--- config.mk ---
export PLATFORM = sky130hd
export DESIGN_NAME = multi_resource_lock_table_flat
export DESIGN_NICKNAME = d
export VERILOG_FILES = /design/src/design/mrlt_pkg.sv /design/src/design/mrlt_if.sv /design/src/design/multi_resource_lock_table.sv /design/src/design/mrlt_lock_core.sv /design/src/flat_wrapper.sv
export SDC_FILE = /design/constraint.sdc
export NUM_CORES = 1
export LEC_CHECK = 0
export BUFFER_PORTS_ARGS = -buffer_cell sky130_fd_sc_hd__clkbuf_2
export CAP_MARGIN = 0
export CORE_UTILIZATION = 50
export DETAILED_ROUTE_END_ITERATION = 10
export PLACE_DENSITY = 0.67
export SYNTH_ARGS = -nofsm -noshare
export SYNTH_HDL_FRONTEND = slang
export SYNTH_SLANG_ARGS = --single-unit
--- constraint.sdc ---
create_clock -name i_clk -period 2.81 [get_ports i_clk]
set_input_delay 0.562 -clock i_clk [delete_from_list [all_inputs] [get_ports i_clk]]
set_output_delay 0.562 -clock i_clk [all_outputs]
set_load 0.03 [all_outputs]
--- src/design/mrlt_pkg.sv ---
// Package for the multi-resource lock table: field widths, request kinds,
// parameter defaults and the request/response structs. No dependencies.
`timescale 1ns / 1ps
`default_nettype none

package mrlt_pkg;

    localparam int FUNC_W = 2;   // request kind field
    localparam int ID_W   = 8;   // requester id field
    localparam int MASK_W = 16;  // resource mask and busy mask fields

    localparam int NUM_RESOURCES_DEF = 16;
    localparam int ID_BITS_DEF       = 8;

    // Request kinds; the unused code acts as a check.
    typedef enum logic [FUNC_W-1:0] {
        FUNC_ALLOC   = 2'd0,
        FUNC_RELEASE = 2'd1,
        FUNC_CHECK   = 2'd2
    } t_func;

    typedef struct packed {
        logic [FUNC_W-1:0] func;
        logic [ID_W-1:0]   requester_id;
        logic [MASK_W-1:0] resource_mask;
    } t_req;

    typedef struct packed {
        logic              ok;
        logic [MASK_W-1:0] busy_mask;
    } t_rsp;

endpackage

`default_nettype wire

--- src/design/mrlt_if.sv ---
// Handshake interfaces for the request and response channels.
// Depends on mrlt_pkg for the field widths.
`timescale 1ns / 1ps
`default_nettype none

interface mrlt_req_if import mrlt_pkg::*; ();
    logic              valid;
    logic              ready;
    logic [FUNC_W-1:0] func;
    logic [ID_W-1:0]   requester_id;
    logic [MASK_W-1:0] resource_mask;

    modport source (output valid, output func, output requester_id,
                    output resource_mask, input ready);
    modport sink   (input valid, input func, input requester_id,
                    input resource_mask, output ready);
endinterface

interface mrlt_rsp_if import mrlt_pkg::*; ();
    logic              valid;
    logic              ready;
    logic              ok;
    logic [MASK_W-1:0] busy_mask;

    modport source (output valid, output ok, output busy_mask, input ready);
    modport sink   (input valid, input ok, input busy_mask, output ready);
endinterface

`default_nettype wire

--- src/design/multi_resource_lock_table.sv ---
// Multi-resource lock table, top level: input register, lock core, result register.
// An accepted request transaction is held in the input register, and its result is then
// held in the result register until the response sink takes it.
// Throughput: one request per cycle while the sink takes results; the owner compares over
// all resources run in parallel in the lock core, between the input and result registers.
// Reset (synchronous, active low): all busy flags and owners cleared, both
// register stages emptied; requests are taken from the first cycle after reset.
`timescale 1ns / 1ps
`default_nettype none

module multi_resource_lock_table import mrlt_pkg::*; #(
    parameter int NUM_RESOURCES = NUM_RESOURCES_DEF,
    parameter int ID_BITS       = ID_BITS_DEF
) (
    input  wire logic   i_clk,
    input  wire logic   i_rst_n,
    mrlt_req_if.sink    i_req,
    mrlt_rsp_if.source  o_rsp
);

    // Input stage: holds one request transaction until the core takes it.
    logic r_in_valid;
    t_req r_in_req;

    // Result stage: holds one response transaction until the sink takes it.
    logic r_out_valid;
    t_rsp r_out_rsp;

    logic advance;   // result stage free or draining this cycle
    logic fire;      // core processes the held request and updates state
    t_rsp core_rsp;

    assign advance     = ~r_out_valid | o_rsp.ready;
    assign fire        = r_in_valid & advance;
    // Input stage refills in the same cycle it hands its request on.
    assign i_req.ready = ~r_in_valid | advance;

    always_ff @(posedge i_clk) begin
        if (!i_rst_n) begin
            r_in_valid <= 1'b0;
        end else if (i_req.ready) begin
            r_in_valid <= i_req.valid;
        end
    end

    always_ff @(posedge i_clk) begin
        if (i_req.valid && i_req.ready) begin
            r_in_req.func          <= i_req.func;
            r_in_req.requester_id  <= i_req.requester_id;
            r_in_req.resource_mask <= i_req.resource_mask;
        end
    end

    // State is read and written only here, so each request sees the
    // table exactly as the previous one left it.
    mrlt_lock_core #(
        .NUM_RESOURCES (NUM_RESOURCES),
        .ID_BITS       (ID_BITS)
    ) u_core (
        .i_clk   (i_clk),
        .i_rst_n (i_rst_n),
        .i_fire  (fire),
        .i_req   (r_in_req),
        .o_rsp   (core_rsp)
    );

    always_ff @(posedge i_clk) begin
        if (!i_rst_n) begin
            r_out_valid <= 1'b0;
        end else if (advance) begin
            r_out_valid <= r_in_valid;
        end
    end

    always_ff @(posedge i_clk) begin
        if (fire) begin
            r_out_rsp <= core_rsp;
        end
    end

    assign o_rsp.valid     = r_out_valid;
    assign o_rsp.ok        = r_out_rsp.ok;
    assign o_rsp.busy_mask = r_out_rsp.busy_mask;

endmodule

`default_nettype wire

--- src/design/mrlt_lock_core.sv ---
// Lock table state (busy flags, owner ids) and the single-pass update logic.
// Depends on mrlt_pkg.
`timescale 1ns / 1ps
`default_nettype none

module mrlt_lock_core import mrlt_pkg::*; #(
    parameter int NUM_RESOURCES = NUM_RESOURCES_DEF,
    parameter int ID_BITS       = ID_BITS_DEF
) (
    input  wire logic i_clk,
    input  wire logic i_rst_n,
    input  wire logic i_fire,
    input  wire t_req i_req,
    output t_rsp      o_rsp
);

    logic [NUM_RESOURCES-1:0] r_busy;
    logic [NUM_RESOURCES-1:0] n_busy;
    logic [ID_BITS-1:0]       r_owner [NUM_RESOURCES];
    logic [ID_BITS-1:0]       n_owner [NUM_RESOURCES];

    logic [ID_BITS-1:0]       who;
    logic [NUM_RESOURCES-1:0] named;
    logic [NUM_RESOURCES-1:0] match;
    logic [NUM_RESOURCES-1:0] clash;
    logic                     conflict;
    logic                     ok;
    logic [MASK_W-1:0]        busy_word;

    // Id compared on its low ID_BITS bits (zero-extended when wider).
    assign who = ID_BITS'(i_req.requester_id);

    for (genvar i = 0; i < NUM_RESOURCES; i++) begin : g_res
        if (i < MASK_W) begin : g_named
            assign named[i] = i_req.resource_mask[i];
        end else begin : g_unnamed
            assign named[i] = 1'b0;
        end
        assign match[i] = (r_owner[i] == who);
        assign clash[i] = named[i] & r_busy[i] & ~match[i];
    end

    // Freeing own resources first never removes a foreign owner's busy flag,
    // so the allocate conflict is the same as the check conflict.
    assign conflict = |clash;

    always_comb begin
        n_busy  = r_busy;
        n_owner = r_owner;
        ok      = 1'b1;
        case (t_func'(i_req.func))
            FUNC_ALLOC: begin
                n_busy = r_busy & ~match;
                if (conflict) begin
                    ok = 1'b0;
                end else begin
                    n_busy = n_busy | named;
                    for (int k = 0; k < NUM_RESOURCES; k++) begin
                        if (named[k]) begin
                            n_owner[k] = who;
                        end
                    end
                end
            end
            FUNC_RELEASE: begin
                n_busy = r_busy & ~named;
            end
            default: begin
                ok = ~conflict;
            end
        endcase
    end

    for (genvar j = 0; j < MASK_W; j++) begin : g_word
        if (j < NUM_RESOURCES) begin : g_live
            assign busy_word[j] = n_busy[j];
        end else begin : g_zero
            assign busy_word[j] = 1'b0;
        end
    end

    assign o_rsp.ok        = ok;
    assign o_rsp.busy_mask = busy_word;

    always_ff @(posedge i_clk) begin
        if (!i_rst_n) begin
            r_busy <= '0;
            for (int k = 0; k < NUM_RESOURCES; k++) begin
                r_owner[k] <= '0;
            end
        end else if (i_fire) begin
            r_busy  <= n_busy;
            r_owner <= n_owner;
        end
    end

endmodule

`default_nettype wire

--- src/flat_wrapper.sv ---
// flat-port wrapper written by rule: the top's interface ports become plain ports
module multi_resource_lock_table_flat import mrlt_pkg::*;
#(
    parameter int NUM_RESOURCES = NUM_RESOURCES_DEF,
    parameter int ID_BITS       = ID_BITS_DEF
)
  (i_clk, i_rst_n, i_req_valid, i_req_func, i_req_requester_id, i_req_resource_mask, i_req_ready, o_rsp_valid, o_rsp_ok, o_rsp_busy_mask, o_rsp_ready);
  mrlt_req_if i_req_i ();
  mrlt_rsp_if o_rsp_i ();
  input  wire logic i_clk;
  input  wire logic i_rst_n;
  input wire logic [$bits(i_req_i.valid)-1:0] i_req_valid;
  input wire logic [$bits(i_req_i.func)-1:0] i_req_func;
  input wire logic [$bits(i_req_i.requester_id)-1:0] i_req_requester_id;
  input wire logic [$bits(i_req_i.resource_mask)-1:0] i_req_resource_mask;
  output wire logic [$bits(i_req_i.ready)-1:0] i_req_ready;
  output wire logic [$bits(o_rsp_i.valid)-1:0] o_rsp_valid;
  output wire logic [$bits(o_rsp_i.ok)-1:0] o_rsp_ok;
  output wire logic [$bits(o_rsp_i.busy_mask)-1:0] o_rsp_busy_mask;
  input wire logic [$bits(o_rsp_i.ready)-1:0] o_rsp_ready;
  assign i_req_i.valid = i_req_valid;
  assign i_req_i.func = i_req_func;
  assign i_req_i.requester_id = i_req_requester_id;
  assign i_req_i.resource_mask = i_req_resource_mask;
  assign i_req_ready = i_req_i.ready;
  assign o_rsp_valid = o_rsp_i.valid;
  assign o_rsp_ok = o_rsp_i.ok;
  assign o_rsp_busy_mask = o_rsp_i.busy_mask;
  assign o_rsp_i.ready = o_rsp_ready;
  multi_resource_lock_table #(.NUM_RESOURCES(NUM_RESOURCES), .ID_BITS(ID_BITS)) u_core (.i_clk(i_clk), .i_rst_n(i_rst_n), .i_req(i_req_i), .o_rsp(o_rsp_i));
endmodule
==> results.yml, run 1 <==
timing:
  final.setup.worst_slack_ns: -0.171
  rsz0062_at_grt: "yes"
  finalHoldViolCount: 0
  finalMaxSlewViolations: 0
  max_freq_mhz: 335
  setup_viol: 149
  min_period_over_period_pct: 106
  worst_pin_slew_ns: 0.964
  finalHoldWorstSlack_ns: 0.299
  period_needed_ns: 2.98
  max_slew_margin_pct: 35.6
  finalClockSkew_ns: 0.00962
cts:
  ctsHtreeMaxLevel: 4
  cts_buffer_depth: 2
  clock_latency_ns: 0.43
  cts_sinks: 189
  hold_buffers: 0
  cts_tree: "yes"
  path_clk_slew_ns: 0.07
  cts_buffers: 17
  clockRootBuffer: "clkbuf_16"
logic_synthesis:
  synth.distinct_cells: 32
  synth_fp_nets: 890
  synth-warning-count: 0
  synthArstFlopShare_pct: 0
  synth_common_cells: "171 x nand2_1, 146 x dfxtp_1, 128 x mux2i_1, 128 x xor2_1, 43 x edfxtp_1"
  ys_seq_area_share_pct: 46.1
  syn_area_per_cell_sq_um: 10.6
  yosysTopAreaCell: "dfxtp_1"
  ys_top_cells_by_area: "dfxtp_1 32%, edfxtp_1 14%, mux2i_1 14%"
  synth_edf_count: 43
  synthCells: 860
  netlist.area_leader.share_pct: 32.0
  synth-seq-cells: 189
  synth_flop_cell: "dfxtp_1"
  syn_area_sq_um: 9140
  synth_most_common_cell: "nand2_1"
global_routing:
  grt_antenna_before_repair: 0
  grt_pass1_vias: 6608
  grt_first_pass_wirelength_microns: 36100
  grt_max_degree: 59
  grt_overflow_total: 0
  track_usage_pct: 26.2
critical_path:
  cp_num_buf_inv: 7
  criticalPathCategory: "flop to flop"
  max_stage_delay_ns: 0.40
  critPathTopFamily: "buffers and inverters"
  path_cells: "buf_8 > buf_8 > xor2_2 > nor4_2 > buf_4 > a21oi_4 > nor4_4 > buf_4 > nand4_1 > buf_6 > buf_16 > buf_12 > nor2_8 > mux2i_1"
  end_kind: "flop"
  cp.required_ns: 3.15
  crit_fanout: 7
  cp.arrival_ns: 3.32
  cp-start-kind: "flop"
  cp_slowest_cell: "edfxtp_1"
final_layout:
  fin_nets: 1019
  areaGrowthSynthToFinish_pct: 22.6
  num_antenna_cells: 0
  post-route-util_pct: 62.4
  multi_input_comb_area_sq_um: 4650
  register_area_sq_um: 4210
  fill_cells: 1448
  drive_above_1_share_pct: 24.7
route:
  dr.pass1.iters: 5
  drt-vias-per-instance: 5.41
  vias: 6661
  drcViolationCount: 0
  wl_microns: 24300
  ant_nets: 0
  drtIter0Drc: 584
  wire_per_inst_microns: 19.7
die:
  die_area_sq_um: 18800
  start_util_pct: 50.9
  die_h_microns: 137
  coreArea_sq_um: 18000
  io_pins: 49
  die_w_microns: 137
  num_rows: 49
outcome:
  failed_checks: "setup timing"
  outcome: "finished with violations"
place:
  dp_hpwl_microns: 14300
  io_buffers: 48
  pre_cts_slack_ns: -0.275
  place.gp.congestion: 0.788
power:
  powerDensity_nw_per_um2: 554
  finalPower_w: 0.00621
  vdd_ir_drop_max_mv: 0.813
  p_leak_nw: 4.34
job:
  cap_violations: 0
worst_hold_path:
  hp-class: "primary input to flop"
cell families (layout without fill, tap and decap cells):
kind of cell	Yosys count	in the layout	synth area share [%]
XOR/XNOR	128	128	12.3
multiplexers	128	128	14.0
buffers and inverters	70	203	7.12
AO/OA/AOI/OAI	84	84	5.93
AND/OR/NAND/NOR	261	270	14.6
flip-flops	189	189	46.1
final cells by class:
class,count,area share [%]
clock buffer,23,4.40
sequential,189,37.6
clock inverter,9,0.938
timing repair buffer,154,12.4
tap,229,2.56
multi-input combinational,610,41.5
inverter,17,0.569
layer usage:
layer | GRT usage, % | wire length, microns | up-vias
met5 | 0 | 0 | -
met4 | 9.58 | 457 | 0
met3 | 4.82 | 1040 | 29
met2 | 45.4 | 12200 | 181
met1 | 32.5 | 10600 | 3255
li1 | - | - | 3196
per-stage QoR:
| stage | TNS (ns) | std cells | cell area, sq um |
|---|---|---|---|
| 6_report | -11.20 | 1231 | 11200 |
| 5_1_grt | -28.64 | 1231 | 11200 |
| 4_1_cts | -5.83 | 1218 | 11000 |
| 3_5_place_dp | -34.35 | 1157 | 9810 |
| 3_3_place_gp | -24.03 | 1157 | 9810 |
| 2_1_floorplan | 0 | 860 | 9140 |
path summary, 6_finish.rpt:
check,startpoint,slack (ns),cells after the start,to
max,u_core.r_in_req[17],-0.17,14,u_core.u_core.r_owner[99]
min,i_req_resource_mask[3],0.30,1,u_core.r_in_req[3]
max reg2reg,u_core.r_in_req[17],-0.17,14,u_core.u_core.r_owner[99]
min reg2reg,u_core.u_core.r_owner[82],0.47,2,u_core.u_core.r_owner[82]
timing repair:
action                                  CTS  global route
gates cloned                             10             5
resized for setup                        53            22
buffers inserted                         20            14
endpoints found under the setup margin  160           161
pin swaps                                30            28
registers in the layout, summed over array words and instances (netlist names):
name                    cells
u_core.o_rsp.valid          1
u_core.u_core.r_owner     128
u_core.o_rsp.busy_mask     16
u_core.r_in_valid           1
u_core.u_core.r_busy       16
u_core.o_rsp.ok             1
u_core.r_in_req            26
cell usage in the layout (no fill, tap or decap), types with 18 or more instances in the layout:
| cell type | instances |
|---|---|
| a21oi_1 | 37 |
| buf_4 | 68 |
| buf_6 | 18 |
| clkbuf_16 | 21 |
| clkbuf_2 | 47 |
| dfxtp_1 | 146 |
| edfxtp_1 | 43 |
| mux2i_1 | 127 |
| nand2_1 | 171 |
| nand3_1 | 30 |
| nor4_1 | 19 |
| xor2_1 | 125 |
power by group:
part           switching (W)  internal, W
clock network        0.00105      0.00142
logic               0.000497     0.000342
registers          0.0000465      0.00285
total                0.00159      0.00462
No activity file was read; power rests on OpenSTA's default activity.
==> inputs of run 2 (changes only) <==
--- a/config.mk
+++ b/config.mk
@@ -7,9 +7,11 @@
 export LEC_CHECK = 0
 export BUFFER_PORTS_ARGS = -buffer_cell sky130_fd_sc_hd__clkbuf_2
 export CAP_MARGIN = 0
-export CORE_UTILIZATION = 50
+export CELL_PAD_IN_SITES_DETAIL_PLACEMENT = 0
+export CELL_PAD_IN_SITES_GLOBAL_PLACEMENT = 1
+export CORE_UTILIZATION = 49
 export DETAILED_ROUTE_END_ITERATION = 10
-export PLACE_DENSITY = 0.67
+export PLACE_DENSITY_LB_ADDON = 0.1
 export SYNTH_ARGS = -nofsm -noshare
 export SYNTH_HDL_FRONTEND = slang
 export SYNTH_SLANG_ARGS = --single-unit
==> results.yml, run 2 (synthesis results as in run 1) <==
timing:
  max_freq_mhz: 351
  worst_pin_slew_ns: 0.664
  finalMaxSlewViolations: 0
  setup_viol: 18
  finalClockSkew_ns: 0.0140
  min_period_over_period_pct: 101
  max_slew_margin_pct: 55.3
  final.setup.worst_slack_ns: -0.0357
  rsz0062_at_grt: "yes"
  finalHoldViolCount: 0
  period_needed_ns: 2.85
place:
  io_buffers: 48
  pre_cts_slack_ns: -0.139
  dp_hpwl_microns: 15900
  dp.cells: 1141
  place.gp.congestion: 0.803
final_layout:
  fin_nets: 979
  drive_above_1_share_pct: 22.5
  fill_cells: 1542
  largest_reg_flops: 128
  final_cell_mix: "171 x nand2_1, 146 x dfxtp_1, 128 x mux2i_1, 125 x xor2_1, 47 x clkbuf_2"
  post-route-util_pct: 60.1
  largest-register: "u_core.u_core.r_owner"
  reg_top3: "u_core.u_core.r_owner: 128 flops, u_core.r_in_req: 26 flops"
  final_cells: 1191
  areaGrowthSynthToFinish_pct: 19.3
  final_common_cell: "nand2_1"
  num_antenna_cells: 0
die:
  num_rows: 49
  start_util_pct: 50.4
  die_h_microns: 139
  die_area_sq_um: 19200
  die_w_microns: 139
  io_pins: 49
  coreArea_sq_um: 18100
global_routing:
  grt_overflow_total: 0
  grt_max_degree: 58
  grt_pass1_vias: 6539
  grt_first_pass_wirelength_microns: 37700
  track_usage_pct: 26.4
  grt_antenna_before_repair: 0
critical_path:
  cp.required_ns: 3.11
  criticalPathCategory: "flop to flop"
  cp-start-kind: "flop"
  crit_fanout: 8
  reg2reg_slack_ns: -0.04
  r2r_start: "u_core.r_in_req[23]"
  cp.arrival_ns: 3.15
  end_kind: "flop"
  startpoint: "u_core.r_in_req[23]"
outcome:
  failed_checks: "DRC, setup timing"
  outcome: "finished with violations"
power:
  p_seq_share_pct: 48.0
  p_leak_nw: 4.14
  clock_power_share_pct: 39.2
  p_int_w: 0.00445
  powerDensity_nw_per_um2: 554
  vdd_ir_drop_max_mv: 0.411
  swShare_pct: 26.4
  comb_power_share_pct: 12.8
  p_sw_w: 0.00160
worst_hold_path:
  min-delay-start: "i_req_resource_mask[12]"
  hp-class: "primary input to flop"
route:
  drcViolationCount: 3
  vias: 6620
  ant_nets: 0
  wire_per_inst_microns: 21.6
  dr.pass1.iters: 8
  drt-vias-per-instance: 5.56
  wl_microns: 25700
  drtIter0Drc: 509
cts:
  path_clk_slew_ns: 0.07
  cts_buffer_depth: 2
  ctsHtreeMaxLevel: 4
  cts_tree: "yes"
  cts_sinks: 189
  cts_buffers: 17
  clock_latency_ns: 0.44
  clockRootBuffer: "clkbuf_16"
job:
  cap_violations: 0
## run 2: cell types whose count changed in the layout (fill, tap and decap cells not counted), moves of 2 or more
cell	before	now
buf_4	68	46
nor2_4	16	9
buf_12	14	20
nor4_2	15	19
o2bb2ai_2	11	13
buf_6	18	3
buf_16	2	0
a21oi_1	37	32
clkbuf_16	21	23
a21oi_2	2	5
a21oi_4	1	3
bufinv_16	2	0
nor4_1	19	15
## run 2: power by group through the flow
stage	combinational (W)	clock [W]	sequential (W)
2_1_floorplan	0.000444	0	0.00297
3_3_place_gp	0.000664	0	0.00296
3_5_place_dp	0.000671	0	0.00296
4_1_cts	0.000676	0.00240	0.00290
5_1_grt	0.000808	0.00252	0.00291
6_report	0.000771	0.00237	0.00290
## run 2: metal layers
metal  vias up  share of wire, %  global-route usage [%]
li1       3122                 -                       -
met1      3267                43                    33.4
met2       196                49                    45.1
met3        35               5.2                    4.49
met4         0               2.2                    10.1
met5         -                 0                       0
## run 2: layout make-up
cell class / instances / area, sq um / share of cell area, %
repair buffers: 121 / 1130 / 10.4
clock inverters: 8 / 52.6 / 0.482
flip-flops and latches: 189 / 4210 / 38.6
inverters: 17 / 63.8 / 0.585
well taps: 229 / 287 / 2.63
multi-input cells: 603 / 4640 / 42.5
clock buffers: 24 / 524 / 4.81
## run 2: critical path, stage by stage, from the launching register on
cell	delay, ns
edfxtp_1	0.52
buf_12	0.21
xor2_1	0.16
nor4_1	0.33
buf_4	0.20
a21oi_2	0.07
nor4_4	0.27
nand4_1	0.17
buf_6	0.18
nor3_4	0.22
clkbuf_16	0.25
a21o_1	0.13
## run 2: path summary, 6_finish.rpt
| path | end | depth (start not counted) |
|---|---|---|
| min | u_core.r_in_req[12] | 1 |
| min reg2reg | u_core.u_core.r_owner[59] | 2 |
| max | u_core.o_rsp.busy_mask[10] | 11 |
| max reg2reg | u_core.o_rsp.busy_mask[10] | 11 |
## run 2: repair_timing
item                                    in CTS  in global routing
setup buffers                                0                 12
pin swaps                                    0                 25
endpoints found under the setup margin     154                155
gates resized for setup                      2                 56
gates cloned                                 0                  6
hold buffers                                 0                  0
## run 2: through the flow
step,hold WS [ns],total power (W),TNS [ns],area [sq um]
after floorplan,0.446,0.00342,0,9140
after global placement,0.454,0.00362,-13.02,9730
after detailed placement,0.458,0.00363,-8.95,9730
after CTS,0.278,0.00597,0,10300
after global routing,0.276,0.00624,-10.64,10900
final,0.290,0.00605,-0.272,10900
==> inputs of run 3 (changes only) <==
--- a/config.mk
+++ b/config.mk
@@ -9,6 +9,7 @@
 export CAP_MARGIN = 0
 export CELL_PAD_IN_SITES_DETAIL_PLACEMENT = 0
 export CELL_PAD_IN_SITES_GLOBAL_PLACEMENT = 1
+export CORE_ASPECT_RATIO = 1.5
 export CORE_UTILIZATION = 49
 export DETAILED_ROUTE_END_ITERATION = 10
 export PLACE_DENSITY_LB_ADDON = 0.1
==> results.yml, run 3 (synthesis results as in run 1) <==
route:
  drt-vias-per-instance: 5.39
  dr.pass1.iters: 7
  top_layer: "met4"
  drcViolationCount: 0
  wirelength_met1_microns: 10700
  wl_met3_microns: 1210
  ant_nets: 0
  drtIter0Drc: 497
  vias: 6761
  wl_met2_microns: 12600
  wire_per_inst_microns: 20.3
  wl_microns: 25500
cts:
  cts_buffers: 17
  clockRootBuffer: "clkbuf_16"
  cts_sinks: 189
  hold_buffers: 0
  clock_latency_ns: 0.45
  ctsHtreeMaxLevel: 4
  cts_tree: "yes"
  path_clk_slew_ns: 0.07
  cts_buffer_depth: 2
die:
  start_util_pct: 50.5
  die_area_sq_um: 19200
  num_rows: 60
  die_h_microns: 169
  coreArea_sq_um: 18100
  io_pins: 49
  die_w_microns: 114
timing:
  final.setup.worst_slack_ns: -0.0636
  finalClockSkew_ns: 0.0179
  finalHoldViolCount: 0
  rsz0062_at_grt: "yes"
  finalMaxSlewViolations: 0
  max_freq_mhz: 348
  finalHoldWorstSlack_ns: 0.285
  min_period_over_period_pct: 102
  max_slew_margin_pct: 63.8
  worst_pin_slew_ns: 0.543
  setup_viol: 56
  period_needed_ns: 2.87
  tns_ns: -1.29
critical_path:
  crit_fanout: 8
  end_kind: "flop"
  path_cells: "buf_6 > buf_4 > xor2_1 > nor4_1 > buf_4 > a21oi_1 > nor4_2 > nand4_1 > buf_4 > buf_12 > nor2_4 > buf_12 > mux2i_1"
  max_stage_delay_ns: 0.43
  cp.arrival_ns: 3.25
  criticalPathCategory: "flop to flop"
  cp_common_cell: "buf_4"
  cp_slowest_cell: "edfxtp_1"
  cp.required_ns: 3.18
  cp-start-kind: "flop"
worst_hold_path:
  hp-class: "primary input to flop"
final_layout:
  multi_input_comb_area_sq_um: 4750
  final_common_cell: "nand2_1"
  fin_area_sq_um: 11300
  largest_reg_flops: 128
  reg_top3: "u_core.u_core.r_owner: 128 flops, u_core.r_in_req: 26 flops"
  final_cell_mix: "171 x nand2_1, 146 x dfxtp_1, 128 x mux2i_1, 121 x xor2_1, 72 x buf_4"
  fin_nets: 1023
  fill_cells: 1493
  register_area_sq_um: 4210
  drive_above_1_share_pct: 26.8
  areaGrowthSynthToFinish_pct: 23.8
  largest-register: "u_core.u_core.r_owner"
  num_antenna_cells: 0
place:
  pre_cts_slack_ns: -0.382
  dp_hpwl_microns: 16800
  place.gp.congestion: 0.816
  place_area_sq_um: 9970
  io_buffers: 48
outcome:
  failed_checks: "setup timing"
  outcome: "finished with violations"
job:
  cap_violations: 0
global_routing:
  grt_pass1_vias: 6660
  grt_first_pass_wirelength_microns: 38200
  track_usage_pct: 26.8
  grt_max_degree: 103
  grt_overflow_total: 0
  grt_antenna_before_repair: 0
power:
  finalPower_w: 0.00611
  vdd_ir_drop_max_mv: 0.425
  p_leak_nw: 4.33
  powerDensity_nw_per_um2: 539
[run 3: changes by cell type in the layout (fill, tap and decap cells not counted), moves of 2 or more]
cell / previous run / this run
buf_6: 3 / 16
xor2_1: 125 / 121
clkbuf_16: 23 / 20
inv_6: 0 / 4
inv_8: 0 / 3
nor4_2: 19 / 24
nor4_1: 15 / 10
clkinv_2: 3 / 1
xor2_2: 2 / 7
clkbuf_1: 2 / 0
nor2_4: 9 / 16
clkbuf_8: 3 / 0
buf_4: 46 / 72
[run 3: layer usage]
metal | up-vias | GRT usage, %
met4 | 0 | 11.4
met3 | 40 | 4.39
met1 | 3314 | 33.1
met2 | 204 | 45.9
li1 | 3203 | -
met5 | - | 0
[run 3: worst paths after layout]
check             cells past startpoint  slack [ns]                         to                       from
setup / recovery                     13       -0.06  u_core.u_core.r_owner[74]        u_core.r_in_req[22]
hold / removal                        1        0.28        u_core.r_in_req[18]      i_req_requester_id[2]
setup reg to reg                     13       -0.06  u_core.u_core.r_owner[74]        u_core.r_in_req[22]
hold reg to reg                       2        0.47  u_core.u_core.r_owner[36]  u_core.u_core.r_owner[36]
[run 3: area by class of cell]
type                       instances  share of cell area, %
sequential                       189                   37.2
clock inverter                    14                   1.07
tap                              248                   2.74
multi-input combinational        610                   42.0
timing repair buffer             158                   12.4
inverter                          17                  0.564
clock buffer                      18                   3.98
[run 3: metrics by stage]
step / std cells / util (%)
4_1_cts: 1228 / 60.1
5_1_grt: 1254 / 62.6
3_3_place_gp: 1190 / 55.1
3_5_place_dp: 1190 / 55.1
2_1_floorplan: 860 / -
6_report: 1254 / 62.6
[run 3: critical path: cells and delay by family, from the launching register on]
family          cells  cell delay (ns)
compound gates      1             0.09
xor+xnor            1             0.17
buf+inv             6             0.99
flops               1             0.43
mux                 1             0.20
simple gates        4             0.90
[run 3: power breakdown]
group | total, W | leakage, nW | internal (W) | switching, W
Combinational | 0.000844 | 2.45 | 0.000342 | 0.000501
Sequential | 0.00290 | 1.59 | 0.00285 | 0.0000496
Clock | 0.00236 | 0.279 | 0.00122 | 0.00115
[run 3: what timing repair did]
item | in CTS | in global routing
endpoints found under the hold margin | 0 | 0
gates cloned | 5 | 6
endpoints found under the setup margin | 161 | 160
gates resized for setup | 44 | 36
pin swaps | 23 | 30
buffers inserted | 2 | 20
